==> src/rtl/pic_pkg.sv <==
package pic_pkg;

  // Bus access kinds and line events carried by one input transaction.
  typedef enum logic [1:0] {
    OP_READ  = 2'd0,
    OP_WRITE = 2'd1,
    OP_LINE  = 2'd2,
    OP_NONE  = 2'd3
  } pic_opcode_t;

  // Register window offsets.
  localparam logic [21:0] OFF_PENDING = 22'h001000;
  localparam logic [21:0] OFF_ENABLE  = 22'h002000;
  localparam logic [21:0] OFF_CONTEXT = 22'h200000;
  localparam logic [21:0] OFF_CLAIM   = 22'h200004;

  typedef struct packed {
    pic_opcode_t opcode;
    logic [21:0] reg_offset;
    logic [31:0] write_data;
    logic [4:0]  irq_source;
    logic        irq_level;
  } pic_in_t;

  typedef struct packed {
    logic [31:0] read_data;
    logic        interrupt_pending;
  } pic_out_t;

  // Sequencer states.
  typedef enum logic [1:0] {
    ST_IDLE,
    ST_EXEC,
    ST_WAIT,
    ST_DONE
  } pic_state_t;

  // Commands from the sequencer to the datapath.
  typedef struct packed {
    logic load;
    logic exec;
    logic out_load;
  } pic_cmd_t;

  // Status from the datapath to the sequencer.
  typedef struct packed {
    logic done;
  } pic_status_t;

endpackage

==> src/rtl/pic_ctrl.sv <==
module pic_ctrl import pic_pkg::*; (
  input  logic        clk,
  input  logic        rst,
  input  logic        in_valid,
  output logic        in_ready,
  output logic        out_valid,
  input  logic        out_ready,
  input  pic_status_t status,
  output pic_cmd_t    cmd
);

  pic_state_t state;
  pic_state_t state_next;

  // State register.
  always_ff @(posedge clk) begin
    if (rst) begin
      state <= ST_IDLE;
    end else begin
      state <= state_next;
    end
  end

  // Next-state logic.
  always_comb begin
    state_next = state;
    unique case (state)
      ST_IDLE: begin
        if (in_valid) begin
          state_next = ST_EXEC;
        end
      end
      ST_EXEC: begin
        state_next = ST_WAIT;
      end
      ST_WAIT: begin
        if (status.done) begin
          state_next = ST_DONE;
        end
      end
      ST_DONE: begin
        if (!out_valid || out_ready) begin
          state_next = ST_IDLE;
        end
      end
      default: begin
        state_next = ST_IDLE;
      end
    endcase
  end

  // Output logic.
  always_comb begin
    in_ready     = 1'b0;
    cmd.load     = 1'b0;
    cmd.exec     = 1'b0;
    cmd.out_load = 1'b0;
    unique case (state)
      ST_IDLE: begin
        in_ready = 1'b1;
        cmd.load = in_valid;
      end
      ST_EXEC: begin
        cmd.exec = 1'b1;
      end
      ST_WAIT: begin
      end
      ST_DONE: begin
        cmd.out_load = !out_valid || out_ready;
      end
      default: begin
      end
    endcase
  end

  // The output register is full from its load until the transaction is taken.
  always_ff @(posedge clk) begin
    if (rst) begin
      out_valid <= 1'b0;
    end else if (cmd.out_load) begin
      out_valid <= 1'b1;
    end else if (out_ready) begin
      out_valid <= 1'b0;
    end
  end

  a_accept_exec: assert property (@(posedge clk) disable iff (rst)
    (in_valid && in_ready) |=> (state == ST_EXEC && cmd.exec))
    else $error("accepted transaction did not enter execute");

  a_done_unload: assert property (@(posedge clk) disable iff (rst)
    (state == ST_WAIT && status.done) |=> (state == ST_DONE))
    else $error("winner ready but sequencer did not move to unload");

  a_load_full: assert property (@(posedge clk) disable iff (rst)
    cmd.out_load |=> (out_valid && state == ST_IDLE))
    else $error("result load did not fill the output register");

  a_no_overwrite: assert property (@(posedge clk) disable iff (rst)
    (out_valid && !out_ready) |-> !cmd.out_load)
    else $error("pending result overwritten");

endmodule

==> config.mk <==
export PLATFORM = sky130hd
export DESIGN_NAME = pic_ctrl
export DESIGN_NICKNAME = d
export VERILOG_FILES = /design/src/rtl/pic_pkg.sv /design/src/rtl/pic_ctrl.sv
export SDC_FILE = /design/constraint.sdc
export NUM_CORES = 1
export LEC_CHECK = 0
export BUFFER_PORTS_ARGS = -buffer_cell sky130_fd_sc_hd__buf_2
export CAP_MARGIN = 20
export CELL_PAD_IN_SITES_DETAIL_PLACEMENT = 0
export CELL_PAD_IN_SITES_GLOBAL_PLACEMENT = 1
export CORE_AREA = 2 2 39 41
export CTS_BUF_LIST = sky130_fd_sc_hd__clkbuf_4
export DETAILED_ROUTE_END_ITERATION = 8
export DIE_AREA = 0 0 41 43
export PLACE_DENSITY_LB_ADDON = 0.1
export SYNTH_ARGS = -nofsm -noshare
export SYNTH_HDL_FRONTEND = slang
export SYNTH_SLANG_ARGS = --single-unit
==> constraint.sdc <==
create_clock -name clk -period 1.5 [get_ports clk]
set_input_delay 0.15 -clock clk [delete_from_list [all_inputs] [get_ports clk]]
set_output_delay 0.15 -clock clk [all_outputs]
set_load 0.05 [all_outputs]
---- Yosys cells after proc, flatten, opt, wreduce, memory -nomap -nowiden ----
Cells that the tools add are included.
word-level totals
  memory bits (read-only) ................. 0
  memories kept ........................... 0
  word-level logic and storage cells ...... 23
  register bits ........................... 3
  bits in latches ......................... 0
  bits in writable memories ............... 0
  input port bits ......................... 5
  output and inout bits ................... 5
operators by class
  mux-type cells .......................... 10
  order comparisons ....................... 0
  shift-type cells ........................ 0
  reductions and logical operators ........ 5
  equal/unequal tests ..................... 6
  multiply operators ...................... 0
  bitwise logic cells ..................... 0
  divide/modulo/power cells ............... 0
  add/sub/neg operators ................... 0
operators with widths
  kind                                                 count
  case mux 2 bit (4 select lines)                      1
  two-way mux 1 bit                                    6
  two-way mux 2 bit                                    3
  inequality test 2 bit, second input constant         3
  equality test 2 bit, second input constant           2
  AND reduction 3 bit                                  1
  equality test 2 x 1 -> 1 bit, second input constant  1
  logical NOT 2 bit                                    1
  nonzero test 2 bit                                   1
  logical NOT 1 bit                                    1
  logical OR 1 bit                                     1

---- Logic depth before layout (Yosys ltp) ----
Gate-level depths: netlist of run 1.
  depth after elaboration ................. 4
  mapped depth ............................ 4
  mapped depth without buffers ............ 4

---- Worst setup path after synthesis of run 1 ----
No wires, ideal clock.
  path type ............................... reg2reg
  from .................................... register state[0]
  to ...................................... register state[1]
  library setup time ...................... 0.072 ns
  cell stages (with the launch flop) ...... 5
  data arrival time ....................... 1.482 ns
  clock period less this slack ............ 1.554 ns
  setup slack ............................. -0.054 ns
  required time ........................... 1.428 ns
  path buffers ............................ 0
  path through ............................ dfxtp_1 -> inv_1 -> ha_1 -> a222oi_1 -> mux2i_1
on the way
  longest elaborated chain between the ends .. 3
  elaborated cells between the ends (all ways) .. 9
  classes of those cells .................. eq/ne (6); mux (1); reduce/logical (2)
ends and longest elaborated chain
  item                                                      line            RTL
  start: declaration                                        pic_ctrl.sv:12  pic_state_t state;
  start signal: assignment                                  pic_ctrl.sv:20  state <= state_next;
  equality test 2 bit or logical NOT 2 bit (tied branches)  pic_ctrl.sv:27  unique case (state)
  inequality test 2 bit (no source line)                    --
  AND reduction 3 bit (no source line)                      --
Several ways; a longest one is shown, not always the timed one.
A chain may end at the register's enable or synchronous reset.

==> out/results.ini, run 1 <==
[sta]
timing.clock.skew_ns = 0.00198
max_freq_mhz = 697
timing_max_transition_violations_final = 0
min_period_over_period_pct = 95.7
timing.hold.ws_ns = 0.0955
max_slew_margin_pct = 69.7
setup_ws_ns = 0.0650
hold_viol = 0
final-setup-viol-count = 0
worst-slew-pin-transition_ns = 0.454
final_period_minus_worst_setup_slack_ns = 1.44
rsz0062_at_grt = false

[placement]
dp_slack_ns = 0.105
gp_routability_congestion = 0.624
port-buffer-count = 9
dpl.hpwl_um = 365

[cts]
clock-root-buffer = sky130_fd_sc_hd__clkbuf_4
cts_max_level = 1
cts_inserted_buffers = 3
postCtsSetupRepairBufs = 0
ctsHoldBuffers = 0
tritoncts_num_sinks = 3
clkLatencyLatePin_ns = 0.23
clkTransAtPathRegs_ns = 0.04
tritoncts = built
maximum_number_of_buffers_from_clock_root_to_sink = 2
post_cts_resize_count = 0

[setup_path]
critical_path.slowest_cell = sky130_fd_sc_hd__dfxtp_1
start_to_end_type_of_the_worst_setup_path = flip-flop to primary output
required_time_at_the_endpoint_of_the_critical_path_ns = 1.35
critPathTopFamily = buffers and inverters
worst-path-buf-inv = 2
worstPathCellList = buf_4, ha_1, and2b_2, buf_2
worstSetupEndpointType = primary output
worst_path_largest_cell_delay_ns = 0.30
element_type_at_the_critical_path_start = flip-flop
crit_path_max_fanout = 4
critical_path_arrival_ns = 1.29

[power]
max-vdd-ir-drop_uv = 556
cellLeakagePower_nw = 0.180
pwr_density_cell_mw_per_mm2 = 2470

[finish]
final_core_util_pct = 22.9
antennaDiodeCount = 0
multi_input_gate_area_in_the_final_layout_um2 = 135
seqCellArea_um2 = 60.1
layout.filler_cells = 151
drive_above_1_share_pct = 48.6
nets = 47
area.growth.synth_to_final_pct = 48.8

[routing]
drcViolationCount = 0
postRouteAntennaNets = 0
routed-via-count = 196
via_per_inst = 3.70
finalWirelength_um = 415
detail_route.first_pass.iterations = 4
drt_first_iter_violations = 6
per_cell_routed_wire_length_um = 7.83

[die]
num_io_pins = 10
start_util_pct = 15.4
dieArea_mm2 = 0.00176
fp-row-count = 14
die_height_um = 43
core_region_area_mm2 = 0.00138
fp.dieW_um = 41

[min_path]
hold_path.class = input port to flip-flop

[logic_synthesis]
yosysSeqAreaShare_pct = 28.2
syn_avg_cell_area_um2 = 9.25
synth_nets = 32
syn_inst = 23
ys_seq_elements = 3
synth_cell_type_count = 12
syn-cell-area_um2 = 213
synth_warn = 0

[global_route]
global_route.usage.total_pct = 5.62
via_count_of_the_first_global_routing_pass = 170
remaining_global_route_overflow = 0
grt_start_max_net_pins = 5
first_pass_grt_wire_length_um = 641
antenna_violations_before_repair = 0

[flow_run]
max_cap_viol_count = 0

[outcome]
status = complete, no violations

-- power breakdown --
group / internal, mW / leakage, nW / total (mW) / switching, mW
sequential: 0.112 / 0.0246 / 0.134 / 0.0221
combinational: 0.162 / 0.137 / 0.493 / 0.330
clock: 0.118 / 0.0184 / 0.156 / 0.0388
total: 0.391 / 0.180 / 0.783 / 0.391
-- layout by cell type, fill, tap and decap left out --
cell                       instances
sky130_fd_sc_hd__buf_2             9
sky130_fd_sc_hd__inv_1             5
sky130_fd_sc_hd__ha_1              4
sky130_fd_sc_hd__clkbuf_4          4
sky130_fd_sc_hd__dfxtp_1           3
sky130_fd_sc_hd__nand2_1           2
sky130_fd_sc_hd__nor2_1            2
sky130_fd_sc_hd__nor2b_4           1
sky130_fd_sc_hd__and2b_2           1
sky130_fd_sc_hd__and2_2            1
sky130_fd_sc_hd__a222oi_1          1
sky130_fd_sc_hd__mux2i_1           1
sky130_fd_sc_hd__a211o_2           1
sky130_fd_sc_hd__o211a_1           1
sky130_fd_sc_hd__buf_4             1
-- synthesized netlist by cell type (all sizes together) --
cell type	number	share of area, %
a211o	1	4.7
a222oi	1	4.7
and2	1	2.9
and2b	1	4.1
dfxtp	3	28
ha	4	24
inv	5	8.8
mux2i	1	4.7
nand2	2	3.5
nor2	2	3.5
nor2b	1	6.5
o211a	1	4.7
-- routing by layer --
layer	GRT usage, %	wire [um]	vias to the layer above
met5	0	0	-
met4	6.00	0	0
met3	1.57	33	0
met2	6.88	202	6
met1	7.05	179	89
li1	-	-	101
-- worst register-to-register path, cell delays in order, from the launching register on --
cell and delay, ns:
sky130_fd_sc_hd__dfxtp_1 0.37, sky130_fd_sc_hd__inv_1 0.08, sky130_fd_sc_hd__ha_1 0.22, sky130_fd_sc_hd__a222oi_1 0.43
sky130_fd_sc_hd__mux2i_1 0.24
-- logic make-up after synthesis --
group           after synthesis  synth area share, %
buf+inv                       5                 8.82
flops                         3                 28.2
fa+ha+maj                     4                 23.5
mux                           1                 4.71
compound gates                3                 14.1
simple gates                  7                 20.6
-- cell type report --
type | count | area share (%)
Sequential cell | 3 | 19.0
Timing Repair Buffer | 10 | 16.6
Tap cell | 16 | 6.32
Multi-Input combinational cell | 15 | 42.7
Clock buffer | 4 | 9.49
Inverter | 5 | 5.93
-- flip-flops by register name (all words and copies together), names as in the netlist --
register   cells
out_valid      1
state          2
-- stage by stage --
stage | setup TNS, ns | cells | total power [mW] | cell area (um2)
2_1_floorplan | -0.0278 | 23 | 0.532 | 214
3_3_place_gp | 0 | 49 | 0.635 | 287
3_5_place_dp | 0 | 49 | 0.635 | 287
4_1_cts | 0 | 53 | 0.798 | 317
5_1_grt | 0 | 53 | 0.846 | 317
6_report | 0 | 53 | 0.783 | 317
-- worst paths after layout --
path	startpoint	end	slack (ns)	cells past startpoint
max	state[0]	cmd[0]	0.06	4
min	rst	out_valid	0.1	2
max reg2reg	state[1]	state[1]	0.09	4
min reg2reg	state[1]	state[1]	0.51	2
(Power assumes the default switching activity.)
==> inputs of run 2 (changes only) <==
==> constraint.sdc (replaced) <==
create_clock -name clk -period 1.5 [get_ports clk]
set_input_delay 0.075 -clock clk [delete_from_list [all_inputs] [get_ports clk]]
set_output_delay 0.075 -clock clk [all_outputs]
set_load 0.01 [all_outputs]
==> out/results.ini, run 2 (synthesis results as in run 1) <==
[global_route]
antenna_violations_before_repair = 0
via_count_of_the_first_global_routing_pass = 191
remaining_global_route_overflow = 0
first_pass_grt_wire_length_um = 765
global_route.usage.total_pct = 7.01
grt_start_max_net_pins = 5

[routing]
routed-via-count = 189
drcViolationCount = 0
postRouteAntennaNets = 0
per_cell_routed_wire_length_um = 7.72
via_per_inst = 3.57
detail_route.first_pass.iterations = 4
drt_first_iter_violations = 6
finalWirelength_um = 409

[cts]
tritoncts = built
postCtsSetupRepairBufs = 0
tritoncts_num_sinks = 3
clkLatencyLatePin_ns = 0.23
ctsHoldBuffers = 0
maximum_number_of_buffers_from_clock_root_to_sink = 2
clkTransAtPathRegs_ns = 0.03
clock-root-buffer = sky130_fd_sc_hd__clkbuf_4
cts_max_level = 1
post_cts_resize_count = 0
cts_inserted_buffers = 3

[setup_path]
element_type_at_the_critical_path_start = flip-flop
critical_path.slowest_cell = sky130_fd_sc_hd__a222oi_1
critPathTopFamily = compound AO/OA/AOI/OAI gates
worstSetupEndpointType = flip-flop
critPathLaunch = state[1]
worst_path_largest_cell_delay_ns = 0.40
start_to_end_type_of_the_worst_setup_path = flip-flop to flip-flop
worst-path-buf-inv = 1
critical_path_arrival_ns = 1.50
crit-reg2reg-launch = state[1]
worstPathCellList = inv_1, ha_1, a222oi_1, mux2i_1
crit_path_max_fanout = 4
required_time_at_the_endpoint_of_the_critical_path_ns = 1.66

[power]
max-vdd-ir-drop_uv = 598
power_mw = 0.591
cellLeakagePower_nw = 0.179
pwr_density_cell_mw_per_mm2 = 1870

[die]
dieArea_mm2 = 0.00176
die_height_um = 43
num_io_pins = 10
fp-row-count = 14
start_util_pct = 15.4
fp.dieW_um = 41
core_region_area_mm2 = 0.00138

[finish]
final_cell_mix = sky130_fd_sc_hd__buf_2 (9), sky130_fd_sc_hd__inv_1 (5), sky130_fd_sc_hd__ha_1 (4), sky130_fd_sc_hd__clkbuf_4 (4), sky130_fd_sc_hd__dfxtp_1 (3)
area.growth.synth_to_final_pct = 48.2
largest_register_ffs = 2
nets = 47
mostFrequentLayoutCell = sky130_fd_sc_hd__buf_2
antennaDiodeCount = 0
biggestRegsByFlops = state: 2 flops, out_valid: 1 flops
largest-register = state
drive_above_1_share_pct = 45.9

[min_path]
worst_min_path_start = rst
hold_path.class = input port to flip-flop

[sta]
worst-slew-pin-transition_ns = 0.419
hold_viol = 0
setup_tns_ns = 0
max_slew_margin_pct = 72.0
final-setup-viol-count = 0
timing_max_transition_violations_final = 0
max_freq_mhz = 744
timing.clock.skew_ns = 0.000648
min_period_over_period_pct = 89.6
final_period_minus_worst_setup_slack_ns = 1.34
rsz0062_at_grt = false

[placement]
dpl.hpwl_um = 363
port-buffer-count = 9
gp_routability_congestion = 0.605

[outcome]
status = complete, no violations

[flow_run]
max_cap_viol_count = 0

## run 2: cell counts in the layout (fill, tap and decap cells not counted)
Identical to the previous run, type by type.
## run 2: through the flow
step	cell area, um2	hold slack, ns	setup slack (ns)	util [%]	cells
global route	315	0.0268	0.00981	22.8	53
finish	315	0.0221	0.156	22.8	53
detailed placement	285	0.256	0.118	20.6	49
global placement	285	0.251	0.125	20.6	49
floorplan	213	0.147	0.150	-	23
CTS	315	0.0107	0.111	22.8	53
## run 2: final timing paths
kind                                  end  slack, ns  depth (start not counted)
worst max register to register   state[1]       0.16                          4
worst max-delay path             state[1]       0.16                          4
worst min register to register   state[1]       0.50                          2
worst min-delay path            out_valid       0.02                          2
## run 2: worst register-to-register path: cells and delay by family (launching register included)
kind / cells / cell delay, ns
muxes: 1 / 0.22
DFF: 1 / 0.36
AOI/OAI and AO/OA: 1 / 0.40
adders and majority gates: 1 / 0.21
buffers and inverters: 1 / 0.08
## run 2: report_power, final
part,switching [mW],leakage (nW),internal [mW]
clock network,0.0361,0.0184,0.117
registers,0.0210,0.0246,0.112
logic,0.150,0.136,0.155
total,0.207,0.179,0.384
## run 2: area by class of cell
| cell class | instances | area, um2 |
|---|---|---|
| timing repair buffer | 10 | 52.6 |
| sequential | 3 | 60.1 |
| inverter | 5 | 18.8 |
| multi-input combinational | 15 | 134 |
| fill | 161 | 1070 |
| clock buffer | 4 | 30.0 |
| tap | 16 | 20.0 |
## run 2: routing by layer
layer | global-route usage (%) | routed length, um | part of all wire, % | vias up
li1 | - | - | - | 103
met1 | 7.35 | 159 | 39 | 80
met2 | 9.06 | 202 | 49 | 6
met3 | 4.71 | 47 | 11 | 0
met4 | 6.00 | 0 | 0 | 0
met5 | 0 | 0 | 0 | -
==> inputs of run 3 (changes only) <==
--- a/config.mk
+++ b/config.mk
@@ -7,7 +7,7 @@
 export LEC_CHECK = 0
 export BUFFER_PORTS_ARGS = -buffer_cell sky130_fd_sc_hd__buf_2
 export CAP_MARGIN = 20
-export CELL_PAD_IN_SITES_DETAIL_PLACEMENT = 0
+export CELL_PAD_IN_SITES_DETAIL_PLACEMENT = 1
 export CELL_PAD_IN_SITES_GLOBAL_PLACEMENT = 1
 export CORE_AREA = 2 2 39 41
 export CTS_BUF_LIST = sky130_fd_sc_hd__clkbuf_4
==> out/results.ini, run 3 (synthesis results as in run 1) <==
[finish]
area.growth.synth_to_final_pct = 48.2
antennaDiodeCount = 0
drive_above_1_share_pct = 45.9
final_cell_mix = sky130_fd_sc_hd__buf_2 (9), sky130_fd_sc_hd__inv_1 (5), sky130_fd_sc_hd__ha_1 (4), sky130_fd_sc_hd__clkbuf_4 (4), sky130_fd_sc_hd__dfxtp_1 (3)
largest_register_ffs = 2
largest-register = state
fin_cells = 53
nets = 47
mostFrequentLayoutCell = sky130_fd_sc_hd__buf_2
biggestRegsByFlops = state: 2 flops, out_valid: 1 flops

[routing]
finalWirelength_um = 468
detail_route.first_pass.iterations = 4
per_cell_routed_wire_length_um = 8.83
drcViolationCount = 0
via_per_inst = 3.68
drt_first_iter_violations = 4
routed-via-count = 195
postRouteAntennaNets = 0

[sta]
rsz0062_at_grt = false
max_slew_margin_pct = 71.8
worst-slew-pin-transition_ns = 0.424
min_period_over_period_pct = 91.8
setup_tns_ns = 0
final_period_minus_worst_setup_slack_ns = 1.38
timing.clock.skew_ns = 0.00163
final-setup-viol-count = 0
timing_max_transition_violations_final = 0
max_freq_mhz = 726
hold_viol = 0
setup_ws_ns = 0.123

[setup_path]
critPathTopFamily = compound AO/OA/AOI/OAI gates
critical_path.slowest_cell = sky130_fd_sc_hd__a222oi_1
worst_path_largest_cell_delay_ns = 0.40
crit_path_max_fanout = 4
start_to_end_type_of_the_worst_setup_path = flip-flop to flip-flop
required_time_at_the_endpoint_of_the_critical_path_ns = 1.66
worstSetupEndpointType = flip-flop
element_type_at_the_critical_path_start = flip-flop
worst-path-buf-inv = 1
worstPathCellList = inv_1, ha_1, a222oi_1, mux2i_1
critical_path_arrival_ns = 1.53

[power]
max-vdd-ir-drop_uv = 570
cellLeakagePower_nw = 0.179
pwr_density_cell_mw_per_mm2 = 1920

[global_route]
globalRouteMet1Util_pct = 6.05
grt.met3_usage_pct = 4.71
via_count_of_the_first_global_routing_pass = 200
global_route.peak_usage_layer = met2
antenna_violations_before_repair = 0
grt_start_max_net_pins = 5
first_pass_grt_wire_length_um = 752
global_route.usage.total_pct = 6.61
gr-usage-met2_pct = 10.0
remaining_global_route_overflow = 0

[die]
num_io_pins = 10
dieArea_mm2 = 0.00176
fp.dieW_um = 41
start_util_pct = 15.4
fp-row-count = 14
core_region_area_mm2 = 0.00138
die_height_um = 43

[placement]
port-buffer-count = 9
gp_routability_congestion = 0.605
dp_slack_ns = 0.0835
cells_after_dpl = 49

[cts]
cts_max_level = 1
maximum_number_of_buffers_from_clock_root_to_sink = 2
clock-root-buffer = sky130_fd_sc_hd__clkbuf_4
postCtsSetupRepairBufs = 0
ctsHoldBuffers = 0
cts_inserted_buffers = 3
clkTransAtPathRegs_ns = 0.03
tritoncts_num_sinks = 3
tritoncts = built
clkLatencyLatePin_ns = 0.23
post_cts_resize_count = 0

[flow_run]
max_cap_viol_count = 0

[outcome]
status = complete, no violations

[min_path]
hold_path.class = input port to flip-flop

==> run 3: final timing paths <==
kind | startpoint | endpoint | depth (start not counted) | slack [ns]
min | rst | out_valid | 2 | 0.02
max reg2reg | state[1] | state[1] | 4 | 0.12
max | state[1] | state[1] | 4 | 0.12
min reg2reg | state[1] | state[1] | 2 | 0.52
==> run 3: layout make-up <==
class	count	area [um2]
Fill cell	170	1070
Multi-Input combinational cell	15	134
Sequential cell	3	60.1
Timing Repair Buffer	10	52.6
Clock buffer	4	30.0
Tap cell	16	20.0
Inverter	5	18.8
==> run 3: worst reg2reg max path: stages (launching register included) <==
cell,delay [ns]
sky130_fd_sc_hd__dfxtp_1,0.37
sky130_fd_sc_hd__inv_1,0.08
sky130_fd_sc_hd__ha_1,0.22
sky130_fd_sc_hd__a222oi_1,0.40
sky130_fd_sc_hd__mux2i_1,0.23
==> run 3: through the flow <==
step	util (%)	instance area [um2]	hold WS, ns	total power, mW
after floorplan	-	213	0.147	0.345
after global placement	20.6	285	0.251	0.457
after detailed placement	20.6	285	0.262	0.456
after CTS	22.8	315	0.0143	0.623
after global routing	22.8	315	0.0301	0.672
final	22.8	315	0.0219	0.604
==> run 3: layer usage <==
layer / wire length, um / vias to the layer above
met3: 39 / 0
li1: - / 103
met5: 0 / -
met4: 0 / 0
met2: 235 / 6
met1: 193 / 86
==> run 3: power by group <==
group / internal, mW / total (mW) / leakage (nW) / switching [mW]
Clock: 0.118 / 0.157 / 0.0184 / 0.0393
Combinational: 0.158 / 0.314 / 0.136 / 0.155
Sequential: 0.112 / 0.134 / 0.0246 / 0.0221
Total: 0.388 / 0.604 / 0.179 / 0.217
